### src/hw/rtl/ipd_pkg.sv
// Shared constants and types for the IPD frame receiver.
`timescale 1ns / 1ps
`default_nettype none

package ipd_pkg;

  localparam int unsigned CfgIdxW  = 4;
  localparam int unsigned CfgDataW = 8;
  localparam int unsigned PlenW    = 6;

  localparam logic [CfgIdxW-1:0] RegStartMode     = CfgIdxW'(0);
  localparam logic [CfgIdxW-1:0] RegPayloadLength = CfgIdxW'(1);

  localparam logic [PlenW-1:0] PayloadLenReset = PlenW'(13);

  localparam logic [7:0] CharI     = 8'h49;
  localparam logic [7:0] CharP     = 8'h50;
  localparam logic [7:0] CharD     = 8'h44;
  localparam logic [7:0] CharComma = 8'h2C;
  localparam logic [7:0] CharColon = 8'h3A;

  typedef struct packed {
    logic                valid;
    logic [CfgIdxW-1:0]  index;
    logic [CfgDataW-1:0] data;
  } cfg_write_t;

  typedef struct packed {
    logic store_enable;
    logic frame_done;
    logic field_abort;
  } res_flags_t;

endpackage

`default_nettype wire

### src/hw/rtl/ipd_if.sv
// Handshake interfaces for the received bytes, the results and configuration.
`timescale 1ns / 1ps
`default_nettype none

interface ipd_rx_if;
  logic       valid;
  logic       ready;
  logic [7:0] rx_byte;

  modport source (output valid, output rx_byte, input ready);
  modport sink   (input valid, input rx_byte, output ready);
endinterface

interface ipd_res_if #(
  parameter int unsigned IdxW = 6
);
  logic            valid;
  logic            ready;
  logic            store_enable;
  logic [IdxW-1:0] store_index;
  logic [7:0]      store_byte;
  logic            frame_done;
  logic            field_abort;

  modport source (output valid, output store_enable, output store_index, output store_byte,
                  output frame_done, output field_abort, input ready);
  modport sink   (input valid, input store_enable, input store_index, input store_byte,
                  input frame_done, input field_abort, output ready);
endinterface

interface ipd_cfg_if;
  logic                         valid;
  logic                         ready;
  logic [ipd_pkg::CfgIdxW-1:0]  index;
  logic [ipd_pkg::CfgDataW-1:0] data;

  modport source (output valid, output index, output data, input ready);
  modport sink   (input valid, input index, input data, output ready);
endinterface

`default_nettype wire

### src/hw/rtl/ipd_parse_ctrl.sv
// Parser state, configuration registers and the per-byte decision logic.
`timescale 1ns / 1ps
`default_nettype none

module ipd_parse_ctrl #(
  parameter int unsigned BUFFER_SIZE = 50
) (
  input  wire logic                        clk_i,
  input  wire logic                        rst_ni,
  input  wire logic                        step_i,
  input  wire logic [7:0]                  rx_byte_i,
  input  wire ipd_pkg::cfg_write_t         cfg_i,
  output ipd_pkg::res_flags_t              flags_o,
  output logic [$clog2(BUFFER_SIZE)-1:0]   store_index_o,
  output logic [7:0]                       store_byte_o
);

  localparam int unsigned PosW = $clog2(BUFFER_SIZE);
  localparam int unsigned CmpW = ((PosW > ipd_pkg::PlenW) ? PosW : ipd_pkg::PlenW) + 1;

  localparam logic [2:0] PhRaw     = 3'd0;
  localparam logic [2:0] PhI       = 3'd1;
  localparam logic [2:0] PhP       = 3'd2;
  localparam logic [2:0] PhD       = 3'd3;
  localparam logic [2:0] PhComma   = 3'd4;
  localparam logic [2:0] PhSocket  = 3'd5;
  localparam logic [2:0] PhLength  = 3'd6;
  localparam logic [2:0] PhPayload = 3'd7;

  logic [2:0]                phase_q, phase_d;
  logic [PosW-1:0]           pos_q, pos_d;
  logic                      halted_q, halted_d;
  logic [ipd_pkg::PlenW-1:0] plen_q, plen_d;

  logic            pos_last;
  logic [PosW-1:0] pos_inc;
  logic [CmpW-1:0] plen_eff;
  logic [CmpW-1:0] pos_next_ext;

  assign pos_last     = (pos_q == PosW'(BUFFER_SIZE - 1));
  assign pos_inc      = pos_q + PosW'(1);
  assign pos_next_ext = CmpW'(pos_q) + CmpW'(1);

  // Payload length of zero counts as one; anything above the buffer saturates.
  always_comb begin
    if (plen_q == '0) begin
      plen_eff = CmpW'(1);
    end else if (CmpW'(plen_q) > CmpW'(BUFFER_SIZE)) begin
      plen_eff = CmpW'(BUFFER_SIZE);
    end else begin
      plen_eff = CmpW'(plen_q);
    end
  end

  always_comb begin
    phase_d       = phase_q;
    pos_d         = pos_q;
    halted_d      = halted_q;
    plen_d        = plen_q;
    flags_o       = '0;
    store_index_o = '0;
    store_byte_o  = '0;

    if (step_i && !halted_q) begin
      unique case (phase_q)
        PhRaw: begin
          flags_o.store_enable = 1'b1;
          store_index_o        = pos_q;
          store_byte_o         = rx_byte_i;
          pos_d                = pos_last ? '0 : pos_inc;
        end
        PhI: begin
          if (rx_byte_i == ipd_pkg::CharI) begin
            phase_d = PhP;
          end else begin
            pos_d = '0;
          end
        end
        PhP: begin
          if (rx_byte_i == ipd_pkg::CharP) begin
            phase_d = PhD;
          end else begin
            pos_d   = '0;
            phase_d = PhI;
          end
        end
        PhD: begin
          if (rx_byte_i == ipd_pkg::CharD) begin
            phase_d = PhComma;
          end else begin
            pos_d   = '0;
            phase_d = PhI;
          end
        end
        PhComma: begin
          pos_d   = '0;
          phase_d = (rx_byte_i == ipd_pkg::CharComma) ? PhSocket : PhI;
        end
        PhSocket: begin
          if (rx_byte_i == ipd_pkg::CharComma) begin
            phase_d = PhLength;
            pos_d   = '0;
          end else if (pos_last) begin
            pos_d               = '0;
            phase_d             = PhI;
            flags_o.field_abort = 1'b1;
          end else begin
            pos_d = pos_inc;
          end
        end
        PhLength: begin
          if (rx_byte_i == ipd_pkg::CharColon) begin
            phase_d = PhPayload;
            pos_d   = '0;
          end else begin
            flags_o.store_enable = 1'b1;
            store_index_o        = pos_q;
            store_byte_o         = rx_byte_i;
            if (pos_last) begin
              pos_d               = '0;
              phase_d             = PhI;
              flags_o.field_abort = 1'b1;
            end else begin
              pos_d = pos_inc;
            end
          end
        end
        PhPayload: begin
          flags_o.store_enable = 1'b1;
          store_index_o        = pos_q;
          store_byte_o         = rx_byte_i;
          if (pos_next_ext >= plen_eff) begin
            pos_d              = '0;
            phase_d            = PhRaw;
            halted_d           = 1'b1;
            flags_o.frame_done = 1'b1;
          end else begin
            pos_d = pos_inc;
          end
        end
        default: begin
          phase_d = PhRaw;
        end
      endcase
    end

    // Writing start_mode restarts the parser from the new mode.
    if (cfg_i.valid) begin
      if (cfg_i.index == ipd_pkg::RegStartMode) begin
        phase_d      = cfg_i.data[0] ? PhI : PhRaw;
        pos_d        = '0;
        halted_d     = 1'b0;
      end else if (cfg_i.index == ipd_pkg::RegPayloadLength) begin
        plen_d = cfg_i.data[ipd_pkg::PlenW-1:0];
      end
    end
  end

  always_ff @(posedge clk_i or negedge rst_ni) begin
    if (!rst_ni) begin
      phase_q      <= PhRaw;
      pos_q        <= '0;
      halted_q     <= 1'b0;
      plen_q       <= ipd_pkg::PayloadLenReset;
    end else begin
      phase_q      <= phase_d;
      pos_q        <= pos_d;
      halted_q     <= halted_d;
      plen_q       <= plen_d;
    end
  end

endmodule

`default_nettype wire

### src/hw/rtl/ipd_frame_receiver.sv
// Top level of the IPD frame receiver: input register, parser and result register.
//
//  Channel  Direction  Payload                                           Transaction when
//  rx_i     in         rx_byte                                           valid && ready
//  res_o    out        store_enable, store_index, store_byte,            valid && ready
//                      frame_done, field_abort
//  cfg_i    in         index (0 start_mode, 1 payload_length), data      valid (ready held high)
//
// One byte per cycle is accepted while res_o is not stalled; each result passes through the
// input register, then the result register. Reset leaves raw capture mode at position
// zero with a payload length of 13. A stalled result holds the input register,
// which in turn drops rx_i.ready; a byte is taken whenever the result register frees.
`timescale 1ns / 1ps
`default_nettype none

module ipd_frame_receiver #(
  parameter int unsigned BUFFER_SIZE = 50
) (
  input wire logic  clk_i,
  input wire logic  rst_ni,
  ipd_rx_if.sink    rx_i,
  ipd_res_if.source res_o,
  ipd_cfg_if.sink   cfg_i
);

  localparam int unsigned IdxW = $clog2(BUFFER_SIZE);

  logic                s1_valid_q;
  logic [7:0]          s1_byte_q;
  logic                s1_advance;
  logic                out_valid_q;
  ipd_pkg::res_flags_t out_flags_q;
  logic [IdxW-1:0]     out_index_q;
  logic [7:0]          out_byte_q;

  ipd_pkg::cfg_write_t cfg_wr;
  ipd_pkg::res_flags_t step_flags;
  logic [IdxW-1:0]     step_index;
  logic [7:0]          step_byte;

  assign s1_advance = s1_valid_q && (!out_valid_q || res_o.ready);
  assign rx_i.ready = !s1_valid_q || s1_advance;
  assign cfg_i.ready = 1'b1;

  assign cfg_wr.valid = cfg_i.valid;
  assign cfg_wr.index = cfg_i.index;
  assign cfg_wr.data  = cfg_i.data;

  ipd_parse_ctrl #(
    .BUFFER_SIZE(BUFFER_SIZE)
  ) u_parse_ctrl (
    .clk_i        (clk_i),
    .rst_ni       (rst_ni),
    .step_i       (s1_advance),
    .rx_byte_i    (s1_byte_q),
    .cfg_i        (cfg_wr),
    .flags_o      (step_flags),
    .store_index_o(step_index),
    .store_byte_o (step_byte)
  );

  always_ff @(posedge clk_i or negedge rst_ni) begin
    if (!rst_ni) begin
      s1_valid_q  <= 1'b0;
      out_valid_q <= 1'b0;
    end else begin
      if (rx_i.ready) begin
        s1_valid_q <= rx_i.valid;
      end
      if (s1_advance) begin
        out_valid_q <= 1'b1;
      end else if (res_o.ready) begin
        out_valid_q <= 1'b0;
      end
    end
  end

  always_ff @(posedge clk_i) begin
    if (rx_i.valid && rx_i.ready) begin
      s1_byte_q <= rx_i.rx_byte;
    end
    if (s1_advance) begin
      out_flags_q <= step_flags;
      out_index_q <= step_index;
      out_byte_q  <= step_byte;
    end
  end

  assign res_o.valid        = out_valid_q;
  assign res_o.store_enable = out_flags_q.store_enable;
  assign res_o.store_index  = out_index_q;
  assign res_o.store_byte   = out_byte_q;
  assign res_o.frame_done   = out_flags_q.frame_done;
  assign res_o.field_abort  = out_flags_q.field_abort;

endmodule

`default_nettype wire

### src/flat_wrapper.sv
// flat-port wrapper written by rule: the top's interface ports become plain ports
module ipd_frame_receiver_flat 
#(
  parameter int unsigned BUFFER_SIZE = 50
)
  (clk_i, rst_ni, rx_i_valid, rx_i_rx_byte, rx_i_ready, res_o_valid, res_o_store_enable, res_o_store_index, res_o_store_byte, res_o_frame_done, res_o_field_abort, res_o_ready, cfg_i_valid, cfg_i_index, cfg_i_data, cfg_i_ready);
  ipd_rx_if rx_i_i ();
  ipd_res_if #(.IdxW(6)) res_o_i ();
  ipd_cfg_if cfg_i_i ();
  input wire logic clk_i;
  input wire logic rst_ni;
  input wire logic [$bits(rx_i_i.valid)-1:0] rx_i_valid;
  input wire logic [$bits(rx_i_i.rx_byte)-1:0] rx_i_rx_byte;
  output wire logic [$bits(rx_i_i.ready)-1:0] rx_i_ready;
  output wire logic [$bits(res_o_i.valid)-1:0] res_o_valid;
  output wire logic [$bits(res_o_i.store_enable)-1:0] res_o_store_enable;
  output wire logic [$bits(res_o_i.store_index)-1:0] res_o_store_index;
  output wire logic [$bits(res_o_i.store_byte)-1:0] res_o_store_byte;
  output wire logic [$bits(res_o_i.frame_done)-1:0] res_o_frame_done;
  output wire logic [$bits(res_o_i.field_abort)-1:0] res_o_field_abort;
  input wire logic [$bits(res_o_i.ready)-1:0] res_o_ready;
  input wire logic [$bits(cfg_i_i.valid)-1:0] cfg_i_valid;
  input wire logic [$bits(cfg_i_i.index)-1:0] cfg_i_index;
  input wire logic [$bits(cfg_i_i.data)-1:0] cfg_i_data;
  output wire logic [$bits(cfg_i_i.ready)-1:0] cfg_i_ready;
  assign rx_i_i.valid = rx_i_valid;
  assign rx_i_i.rx_byte = rx_i_rx_byte;
  assign rx_i_ready = rx_i_i.ready;
  assign res_o_valid = res_o_i.valid;
  assign res_o_store_enable = res_o_i.store_enable;
  assign res_o_store_index = res_o_i.store_index;
  assign res_o_store_byte = res_o_i.store_byte;
  assign res_o_frame_done = res_o_i.frame_done;
  assign res_o_field_abort = res_o_i.field_abort;
  assign res_o_i.ready = res_o_ready;
  assign cfg_i_i.valid = cfg_i_valid;
  assign cfg_i_i.index = cfg_i_index;
  assign cfg_i_i.data = cfg_i_data;
  assign cfg_i_ready = cfg_i_i.ready;
  ipd_frame_receiver #(.BUFFER_SIZE(BUFFER_SIZE)) u_core (.clk_i(clk_i), .rst_ni(rst_ni), .rx_i(rx_i_i), .res_o(res_o_i), .cfg_i(cfg_i_i));
endmodule
### config.mk
export PLATFORM = sky130hd
export DESIGN_NAME = ipd_frame_receiver_flat
export DESIGN_NICKNAME = d
export VERILOG_FILES = /design/src/hw/rtl/ipd_pkg.sv /design/src/hw/rtl/ipd_if.sv /design/src/hw/rtl/ipd_parse_ctrl.sv /design/src/hw/rtl/ipd_frame_receiver.sv /design/src/flat_wrapper.sv
export SDC_FILE = /design/constraint.sdc
export NUM_CORES = 1
export LEC_CHECK = 0
export ABC_CLOCK_PERIOD_IN_PS = 3200
export BUFFER_PORTS_ARGS = -buffer_cell sky130_fd_sc_hd__buf_2
export CORE_ASPECT_RATIO = 1.4
export CORE_MARGIN = 4
export CORE_UTILIZATION = 55
export CTS_CLUSTER_SIZE = 28
export DETAILED_ROUTE_END_ITERATION = 7
export PLACE_DENSITY = 0.8
export SYNTH_ARGS = -nofsm -noshare
export SYNTH_HDL_FRONTEND = slang
export SYNTH_SLANG_ARGS = --single-unit
### constraint.sdc
create_clock -name clk_i -period 3.2 [get_ports clk_i]
set_input_delay 0.32 -clock clk_i [delete_from_list [all_inputs] [get_ports clk_i]]
set_output_delay 0.32 -clock clk_i [all_outputs]
set_load 0.02 [all_outputs]
; After elaboration in Yosys (flattened, before gate mapping)
; Cells that the tools add are included.
[word_totals]
register_bits = 43
inputBits = 25
wordCells = 90
[op_classes]
addsub = 2
order_cmp = 2
eq_ne = 14
muxes = 44
bitwise_logic = 1
n_reduce_logical = 15
[ops]
columns = op, n
row1 = 6-bit 2-to-1 mux, 12
row2 = 6-bit case mux with 8 select lines, 1
row3 = 3-bit 2-to-1 mux, 10
row4 = "8-bit by 7-bit == test with 1-bit output, second input constant", 3
row5 = 3-bit case mux with 7 select lines, 1
row6 = "8-bit by 6-bit == test with 1-bit output, second input constant", 2
row7 = 8-bit case mux with 2 select lines, 1
row8 = 1-bit 2-to-1 mux, 13
row9 = "3-bit == test, second input constant", 4
row10 = 6-bit case mux with 2 select lines, 1
row11 = 8-bit 2-to-1 mux, 1
row12 = "6-bit by 1-bit adder with 7-bit output, second input constant", 1
row13 = 7-bit >= comparator, 1
row14 = 7-bit 2-to-1 mux, 1
row15 = "6-bit by 1-bit adder with 6-bit output, second input constant", 1
row16 = "3-bit by 2-bit == test with 1-bit output, second input constant", 2
row17 = "6-bit == test, second input constant", 1
row18 = "6-bit > comparator, second input constant", 1
row19 = 6-bit logical NOT, 1
row20 = "4-bit by 1-bit == test with 1-bit output, second input constant", 1
row21 = 4-bit logical NOT, 1
row22 = 1-bit case mux with 2 select lines, 2
row23 = "3-bit by 1-bit == test with 1-bit output, second input constant", 1
row24 = 1-bit logical AND, 3
row25 = other kinds (9), 12

; Logic depth before layout (Yosys ltp)
[logic_depth]
word_depth = 9
mapped_depth = 11
depth_no_buf = 11

; By module
; A second synthesis with hierarchy kept.
[unflattened]
cells_unflattened = 216
area_unflattened_um2 = 2401.1
[by_module_without_submodules]
columns = module, instances, cells_each, area_each_um2, seq_area_each_um2
row1 = ipd_parse_ctrl, 1, 181, 1535.2, 404.1
row2 = ipd_frame_receiver, 1, 35, 865.8, 800.8

; Least setup slack after synthesis
; No wires, ideal clock.
[synth_path]
path_type = reg2reg
from = reg u_core.u_parse_ctrl.pos_q[0]
to = reg u_core.u_parse_ctrl.pos_q[2]
setup_time_ps = 96
arrival_ps = 2726
t_required_ps = 3104
slack_ps = 379
path_stages_with_launch = 12
cell_sequence = dfrtp_1 ha_1 nand3_1 and2_1 or2_2 ha_1 a21oi_1 o221ai_2 a41o_2 o31ai_2 a21oi_2 a311oi_2
[synth_via]
elab_chain_cells = 7
word_cells_on_any_way = 12
cone_classes = add/sub: 2 / order compare: 1 / eq/ne: 1 / mux: 8
[synth_lines]
columns = item, line_no
row1 = "start, declared", ipd_parse_ctrl.sv:31  ; logic [PosW-1:0] pos_q, pos_d;
row2 = "start signal, assigned", ipd_parse_ctrl.sv:167  ; pos_q <= pos_d;
row3 = "6-bit by 1-bit adder with 7-bit output, or another cell as far along", ipd_parse_ctrl.sv:42  ; assign pos_next_ext = CmpW'(pos_q) + CmpW'(1);
row4 = 7-bit >= comparator / 6-bit 2-to-1 mux (equally long branches), --
row5 = "6-bit 2-to-1 mux, on equally long branches", "ipd_parse_ctrl.sv:132, ipd_parse_ctrl.sv:100, ipd_parse_ctrl.sv:112"
row6 = 6-bit case mux with 8 select lines *, ipd_parse_ctrl.sv:65  ; unique case (phase_q)
row7 = 6-bit 2-to-1 mux *, ipd_parse_ctrl.sv:64  ; if (step_i && !halted_q) begin
row8 = 6-bit 2-to-1 mux, ipd_parse_ctrl.sv:149  ; if (cfg_i.index == ipd_pkg::RegStartMode) begin
row9 = 6-bit 2-to-1 mux *, ipd_parse_ctrl.sv:148  ; if (cfg_i.valid) begin
row10 = net u_core.u_parse_ctrl.pos_d[2], ipd_parse_ctrl.sv:31
; The timed path passes the listed nets; every way through them passes the cells marked *.
; A chain may end at the register's enable or synchronous reset.

; Worst setup path after layout
[layout_path]
from = reg u_core.u_parse_ctrl.pos_q[2]
to = reg u_core.u_parse_ctrl.pos_q[2]
[layout_via]
elab_chain_cells = 7
word_cells_on_any_way = 15
cone_classes = add/sub: 2 / order compare: 1 / eq/ne: 1 / mux: 11
[layout_lines]
columns = item, line_no
row1 = "6-bit by 1-bit adder with 7-bit output, or another cell as far along", ipd_parse_ctrl.sv:42
row2 = 7-bit >= comparator / 6-bit 2-to-1 mux (equally long branches), --
row3 = "6-bit 2-to-1 mux, on equally long branches", "ipd_parse_ctrl.sv:132, ipd_parse_ctrl.sv:100, ipd_parse_ctrl.sv:112"
row4 = 6-bit case mux with 8 select lines, ipd_parse_ctrl.sv:65
row5 = 6-bit 2-to-1 mux *, ipd_parse_ctrl.sv:64
row6 = 6-bit 2-to-1 mux, ipd_parse_ctrl.sv:149
row7 = 6-bit 2-to-1 mux *, ipd_parse_ctrl.sv:148
row8 = net u_core.u_parse_ctrl.pos_d[2], ipd_parse_ctrl.sv:31
; Marked as above.

==> impl_metrics.prom <==
# TYPE chip_impl_metric gauge
chip_impl_metric{name="r2r_slack",unit="ps"} 350
chip_impl_metric{name="worst_ep_arrival_time",unit="ps"} 3060
chip_impl_metric{name="report.final.setup_viol",unit=""} 0
chip_impl_metric{name="layout-drive-gt1-share",unit=""} 0.307
chip_impl_metric{name="synth.yosys.warnings",unit=""} 0
chip_impl_metric{name="max_stage_delay",unit="ps"} 520
chip_impl_metric{name="fin_worst_skew",unit="ps"} 3.89
chip_impl_metric{name="core_region_area",unit="mm2"} 0.00402
chip_impl_metric{name="detail_route.first_pass.iterations",unit=""} 4
chip_impl_metric{name="ant_nets",unit=""} 0
chip_impl_metric{name="synth.top_cell.area_share",unit=""} 0.323
chip_impl_metric{name="antenna_cells_inserted",unit=""} 0
chip_impl_metric{name="later_pin_clock_latency_in_the_skew_report",unit="ps"} 290
chip_impl_metric{name="die-width",unit="um"} 62.9
chip_impl_metric{name="die_height",unit="um"} 84.9
chip_impl_info{name="worst_hold_startpoint",value="rx_i_rx_byte[6]"} 1
chip_impl_metric{name="synth.yosys.seq_area_share",unit=""} 0.519
chip_impl_metric{name="post-route-drc-count",unit=""} 0
chip_impl_metric{name="timing_max_transition_violations_final",unit=""} 0
chip_impl_info{name="setup.worst_path.start_class",value="register"} 1
chip_impl_metric{name="post_synth_inst_count",unit=""} 213
chip_impl_metric{name="placed_cells",unit=""} 295
chip_impl_metric{name="synthesis.area_per_instance",unit="um2"} 10.9
chip_impl_metric{name="final_core_utilization",unit=""} 0.668
chip_impl_info{name="rsz0062_at_grt",value="false"} 1
chip_impl_metric{name="htree_num_levels",unit=""} 2
chip_impl_metric{name="grt_util_met2",unit=""} 0.304
chip_impl_metric{name="ir_drop",unit="mV"} 0.332
chip_impl_metric{name="grt_overflow_total",unit=""} 0
chip_impl_metric{name="drt_first_iter_violations",unit=""} 42
chip_impl_metric{name="detailed_place.area",unit="mm2"} 0.00258
chip_impl_info{name="yosys-top-cells-area",value="sky130_fd_sc_hd__edfxtp_1 32%, sky130_fd_sc_hd__dfrtp_1 16%, sky130_fd_sc_hd__and2_1 4.6%, sky130_fd_sc_hd__ha_1 4.3%, sky130_fd_sc_hd__dfstp_2 3.4%"} 1
chip_impl_metric{name="synth-seq-cells",unit=""} 43
chip_impl_metric{name="finalSetupTns",unit="ps"} 0
chip_impl_metric{name="viasPerCell",unit=""} 5.66
chip_impl_metric{name="groute.layer.met3.usage",unit=""} 0.0358
chip_impl_metric{name="total_power",unit="W"} 0.00166
chip_impl_info{name="reg2reg_to",value="u_core.u_parse_ctrl.pos_q[2]$_DFF_PN0_"} 1
chip_impl_metric{name="place_hpwl",unit="mm"} 3.27
chip_impl_metric{name="timing.final.hold_violations",unit=""} 0
chip_impl_info{name="critical_path.slowest_cell",value="sky130_fd_sc_hd__dfrtp_1"} 1
chip_impl_info{name="min_delay_worst_endpoint",value="u_core.s1_byte_q[6]$_DFFE_PP_"} 1
chip_impl_info{name="run_status",value="completed"} 1
chip_impl_metric{name="global_route.usage.total",unit=""} 0.173
chip_impl_info{name="layout_common_cells",value="41 x sky130_fd_sc_hd__buf_2, 25 x sky130_fd_sc_hd__edfxtp_1, 21 x sky130_fd_sc_hd__nand2_1, 19 x sky130_fd_sc_hd__nor2_1, 17 x sky130_fd_sc_hd__and2_1"} 1
chip_impl_metric{name="num-nets-final",unit=""} 293
chip_impl_info{name="worst_hold_path_type",value="primary input to register"} 1
chip_impl_metric{name="numClockSinks",unit=""} 43
chip_impl_metric{name="num_io_pins",unit=""} 45
chip_impl_metric{name="die_outline_area",unit="mm2"} 0.00534
chip_impl_info{name="ctsRootBufferMaster",value="sky130_fd_sc_hd__clkbuf_8"} 1
chip_impl_metric{name="maximum_clock_frequency",unit="GHz"} 0.351
chip_impl_info{name="synthFlopType",value="sky130_fd_sc_hd__edfxtp_1"} 1
chip_impl_metric{name="grt_max_degree",unit=""} 19
chip_impl_metric{name="synth.net_count",unit=""} 246
chip_impl_info{name="cts_tree",value="built"} 1
chip_impl_metric{name="finalCritPeriodShare",unit=""} 0.891
chip_impl_metric{name="area_added_between_synthesis_and_finish",unit="%"} 15.6
chip_impl_info{name="end_kind",value="register"} 1
chip_impl_metric{name="io_buffers",unit=""} 41
chip_impl_metric{name="start_util",unit=""} 0.578
chip_impl_metric{name="placement_rows",unit=""} 27
chip_impl_metric{name="grt_first_pass_wirelength",unit="mm"} 7.25
chip_impl_metric{name="path_clk_slew",unit="ps"} 80
chip_impl_metric{name="crit_required",unit="ps"} 3410
chip_impl_info{name="worstSetupPathType",value="register to register"} 1
chip_impl_metric{name="whs_path_depth",unit=""} 1
chip_impl_metric{name="clock_tree.buffer_depth",unit=""} 2
chip_impl_metric{name="number_of_global_route_vias_before_repair",unit=""} 1689
chip_impl_metric{name="synth_edf_count",unit=""} 25
chip_impl_metric{name="finalNonFillerCells",unit=""} 304
chip_impl_metric{name="pwr_density_cell",unit="mW/mm2"} 620
chip_impl_metric{name="synth_area",unit="mm2"} 0.00232
chip_impl_info{name="synth_top_cell_by_area",value="sky130_fd_sc_hd__edfxtp_1"} 1
chip_impl_metric{name="critical_path.max_fanout",unit=""} 8
chip_impl_metric{name="grtUsageMet1",unit=""} 0.190
chip_impl_metric{name="timing_worst_slew_pin_value",unit="ps"} 602
chip_impl_metric{name="finalCriticalPeriod",unit="ps"} 2850
chip_impl_metric{name="place_congestion",unit=""} 0.845
chip_impl_metric{name="async_s_r_ff_share_synth",unit=""} 0.419
chip_impl_info{name="r2r_start",value="u_core.u_parse_ctrl.pos_q[2]$_DFF_PN0_"} 1
chip_impl_metric{name="route.detailed.wl_per_inst",unit="um"} 14.2
chip_impl_metric{name="fin_area",unit="mm2"} 0.00269
chip_impl_metric{name="power_leakage",unit="nW"} 1.16
chip_impl_info{name="globalRoute.busiestLayer",value="met2"} 1
chip_impl_metric{name="timing.reg2reg.worst_path_depth",unit=""} 10
chip_impl_metric{name="drv_cap",unit=""} 0
chip_impl_info{name="cells_along_the_critical_path",value="nand3_1 > and2_1 > or2_2 > ha_1 > a21oi_1 > o221ai_2 > a41o_2 > o31ai_4 > a21oi_2 > a311oi_2"} 1
chip_impl_metric{name="antenna_found_initial",unit=""} 0
chip_impl_metric{name="vias",unit=""} 1721
chip_impl_metric{name="numCtsBuffers",unit=""} 5
chip_impl_info{name="layout.cells.most_common",value="sky130_fd_sc_hd__buf_2"} 1
chip_impl_metric{name="post_synth_num_cell_types",unit=""} 52
chip_impl_metric{name="max_slew_margin",unit=""} 0.593
chip_impl_metric{name="routed_wl",unit="mm"} 4.31
final cells by class:
| class | count | area (um2) |
|---|---|---|
| inverters | 9 | 33.8 |
| clock buffers | 5 | 68.8 |
| clock inverters | 3 | 15.0 |
| multi-input cells | 153 | 1050 |
| well taps | 43 | 53.8 |
| flip-flops and latches | 43 | 1200 |
| repair buffers | 48 | 260 |
| fillers | 299 | 1340 |
flip-flops by register name, indices dropped and copies added (netlist names):
name and cells:
u_core.res_o.frame_done 1, u_core.res_o.store_index 6, u_core.res_o.store_byte 8, u_core.u_parse_ctrl.halted_q 1, u_core.s1_valid_q 1, u_core.u_parse_ctrl.pos_q 6
u_core.res_o.valid 1, u_core.s1_byte_q 8, u_core.res_o.store_enable 1, u_core.res_o.field_abort 1, u_core.u_parse_ctrl.plen_q 6, u_core.u_parse_ctrl.phase_q 3
cell families (layout without fill, tap and decap cells):
logic type / count (synthesis) / count (layout) / synth area share
compound gates: 34 / 34 / 0.113
simple gates: 101 / 101 / 0.246
buf+inv: 17 / 65 / 0.0366
other cells: 1 / 1 / 0.00161
fa+ha+maj: 8 / 8 / 0.0431
flops: 43 / 43 / 0.519
xor+xnor: 2 / 2 / 0.00754
mux: 7 / 7 / 0.0334
worst max-delay path by stage:
stage,from,to,slack [ps],cells past startpoint
after global routing,u_core.u_parse_ctrl.pos_q[2]$_DFF_PN0_,u_core.u_parse_ctrl.pos_q[2]$_DFF_PN0_,110,10
after global placement,u_core.u_parse_ctrl.pos_q[2]$_DFF_PN0_,u_core.u_parse_ctrl.pos_q[2]$_DFF_PN0_,290,10
final,u_core.u_parse_ctrl.pos_q[2]$_DFF_PN0_,u_core.u_parse_ctrl.pos_q[2]$_DFF_PN0_,350,10
after CTS,u_core.u_parse_ctrl.pos_q[2]$_DFF_PN0_,u_core.u_parse_ctrl.pos_q[2]$_DFF_PN0_,210,10
after floorplan,u_core.u_parse_ctrl.pos_q[0]$_DFF_PN0_,u_core.u_parse_ctrl.pos_q[2]$_DFF_PN0_,380,11
after detailed placement,u_core.u_parse_ctrl.pos_q[2]$_DFF_PN0_,u_core.u_parse_ctrl.pos_q[2]$_DFF_PN0_,240,10
worst max-delay path: cells and delay by family, from the launching register on:
family | cells | cell delay [ps]
AOI/OAI and AO/OA | 6 | 1250
adders and majority gates | 1 | 310
DFF | 1 | 520
and+or+nand+nor | 3 | 690
metal layers:
| metal | share of wire | wire (um) |
|---|---|---|
| met5 | 0 | 0 |
| met4 | 0.021 | 90 |
| met3 | 0.059 | 253 |
| met2 | 0.52 | 2260 |
| met1 | 0.40 | 1710 |
through the flow:
step	setup WS [ps]	hold slack [ps]
after floorplan	379	24.4
after global placement	286	274
after detailed placement	235	278
after CTS	212	185
after global routing	110	188
final	349	197
Yosys cell counts, types with 2 or more instances:
| library cell | count |
|---|---|
| sky130_fd_sc_hd__nor3b_1 | 3 |
| sky130_fd_sc_hd__and3b_1 | 2 |
| sky130_fd_sc_hd__a211oi_1 | 3 |
| sky130_fd_sc_hd__a21oi_1 | 9 |
| sky130_fd_sc_hd__o21ai_0 | 5 |
| sky130_fd_sc_hd__edfxtp_1 | 25 |
| sky130_fd_sc_hd__nand2_1 | 21 |
| sky130_fd_sc_hd__dfstp_2 | 3 |
| sky130_fd_sc_hd__dfrtp_1 | 15 |
| sky130_fd_sc_hd__xor2_1 | 2 |
| sky130_fd_sc_hd__nand2b_1 | 3 |
| sky130_fd_sc_hd__nor3_1 | 7 |
| sky130_fd_sc_hd__inv_1 | 9 |
| sky130_fd_sc_hd__or3_1 | 2 |
| sky130_fd_sc_hd__mux2_2 | 6 |
| sky130_fd_sc_hd__nor2b_1 | 3 |
| sky130_fd_sc_hd__clkbuf_1 | 2 |
| sky130_fd_sc_hd__and2_1 | 17 |
| sky130_fd_sc_hd__o31ai_2 | 2 |
| sky130_fd_sc_hd__buf_2 | 2 |
| sky130_fd_sc_hd__o21bai_1 | 2 |
| sky130_fd_sc_hd__a31oi_1 | 2 |
| sky130_fd_sc_hd__nand4_1 | 4 |
| sky130_fd_sc_hd__or2_2 | 3 |
| sky130_fd_sc_hd__ha_1 | 8 |
| sky130_fd_sc_hd__nand3_1 | 8 |
| sky130_fd_sc_hd__buf_6 | 2 |
| sky130_fd_sc_hd__nor2_1 | 19 |
repair_timing:
item | in CTS | in global routing
endpoints found under the setup margin | 0 | 3
resized for setup | 0 | 1
buffers inserted | 0 | 0
hold buffers | 1 | 0
endpoints found under the hold margin | 15 | 0
power by group:
part	switching [W]	total [W]	leakage [nW]	internal (W)
sequential	0.000104	0.000792	0.466	0.000688
clock	0.000178	0.000327	0.0477	0.000149
combinational	0.000309	0.000546	0.646	0.000236
Note: power is estimated with default switching activity, not from simulation.
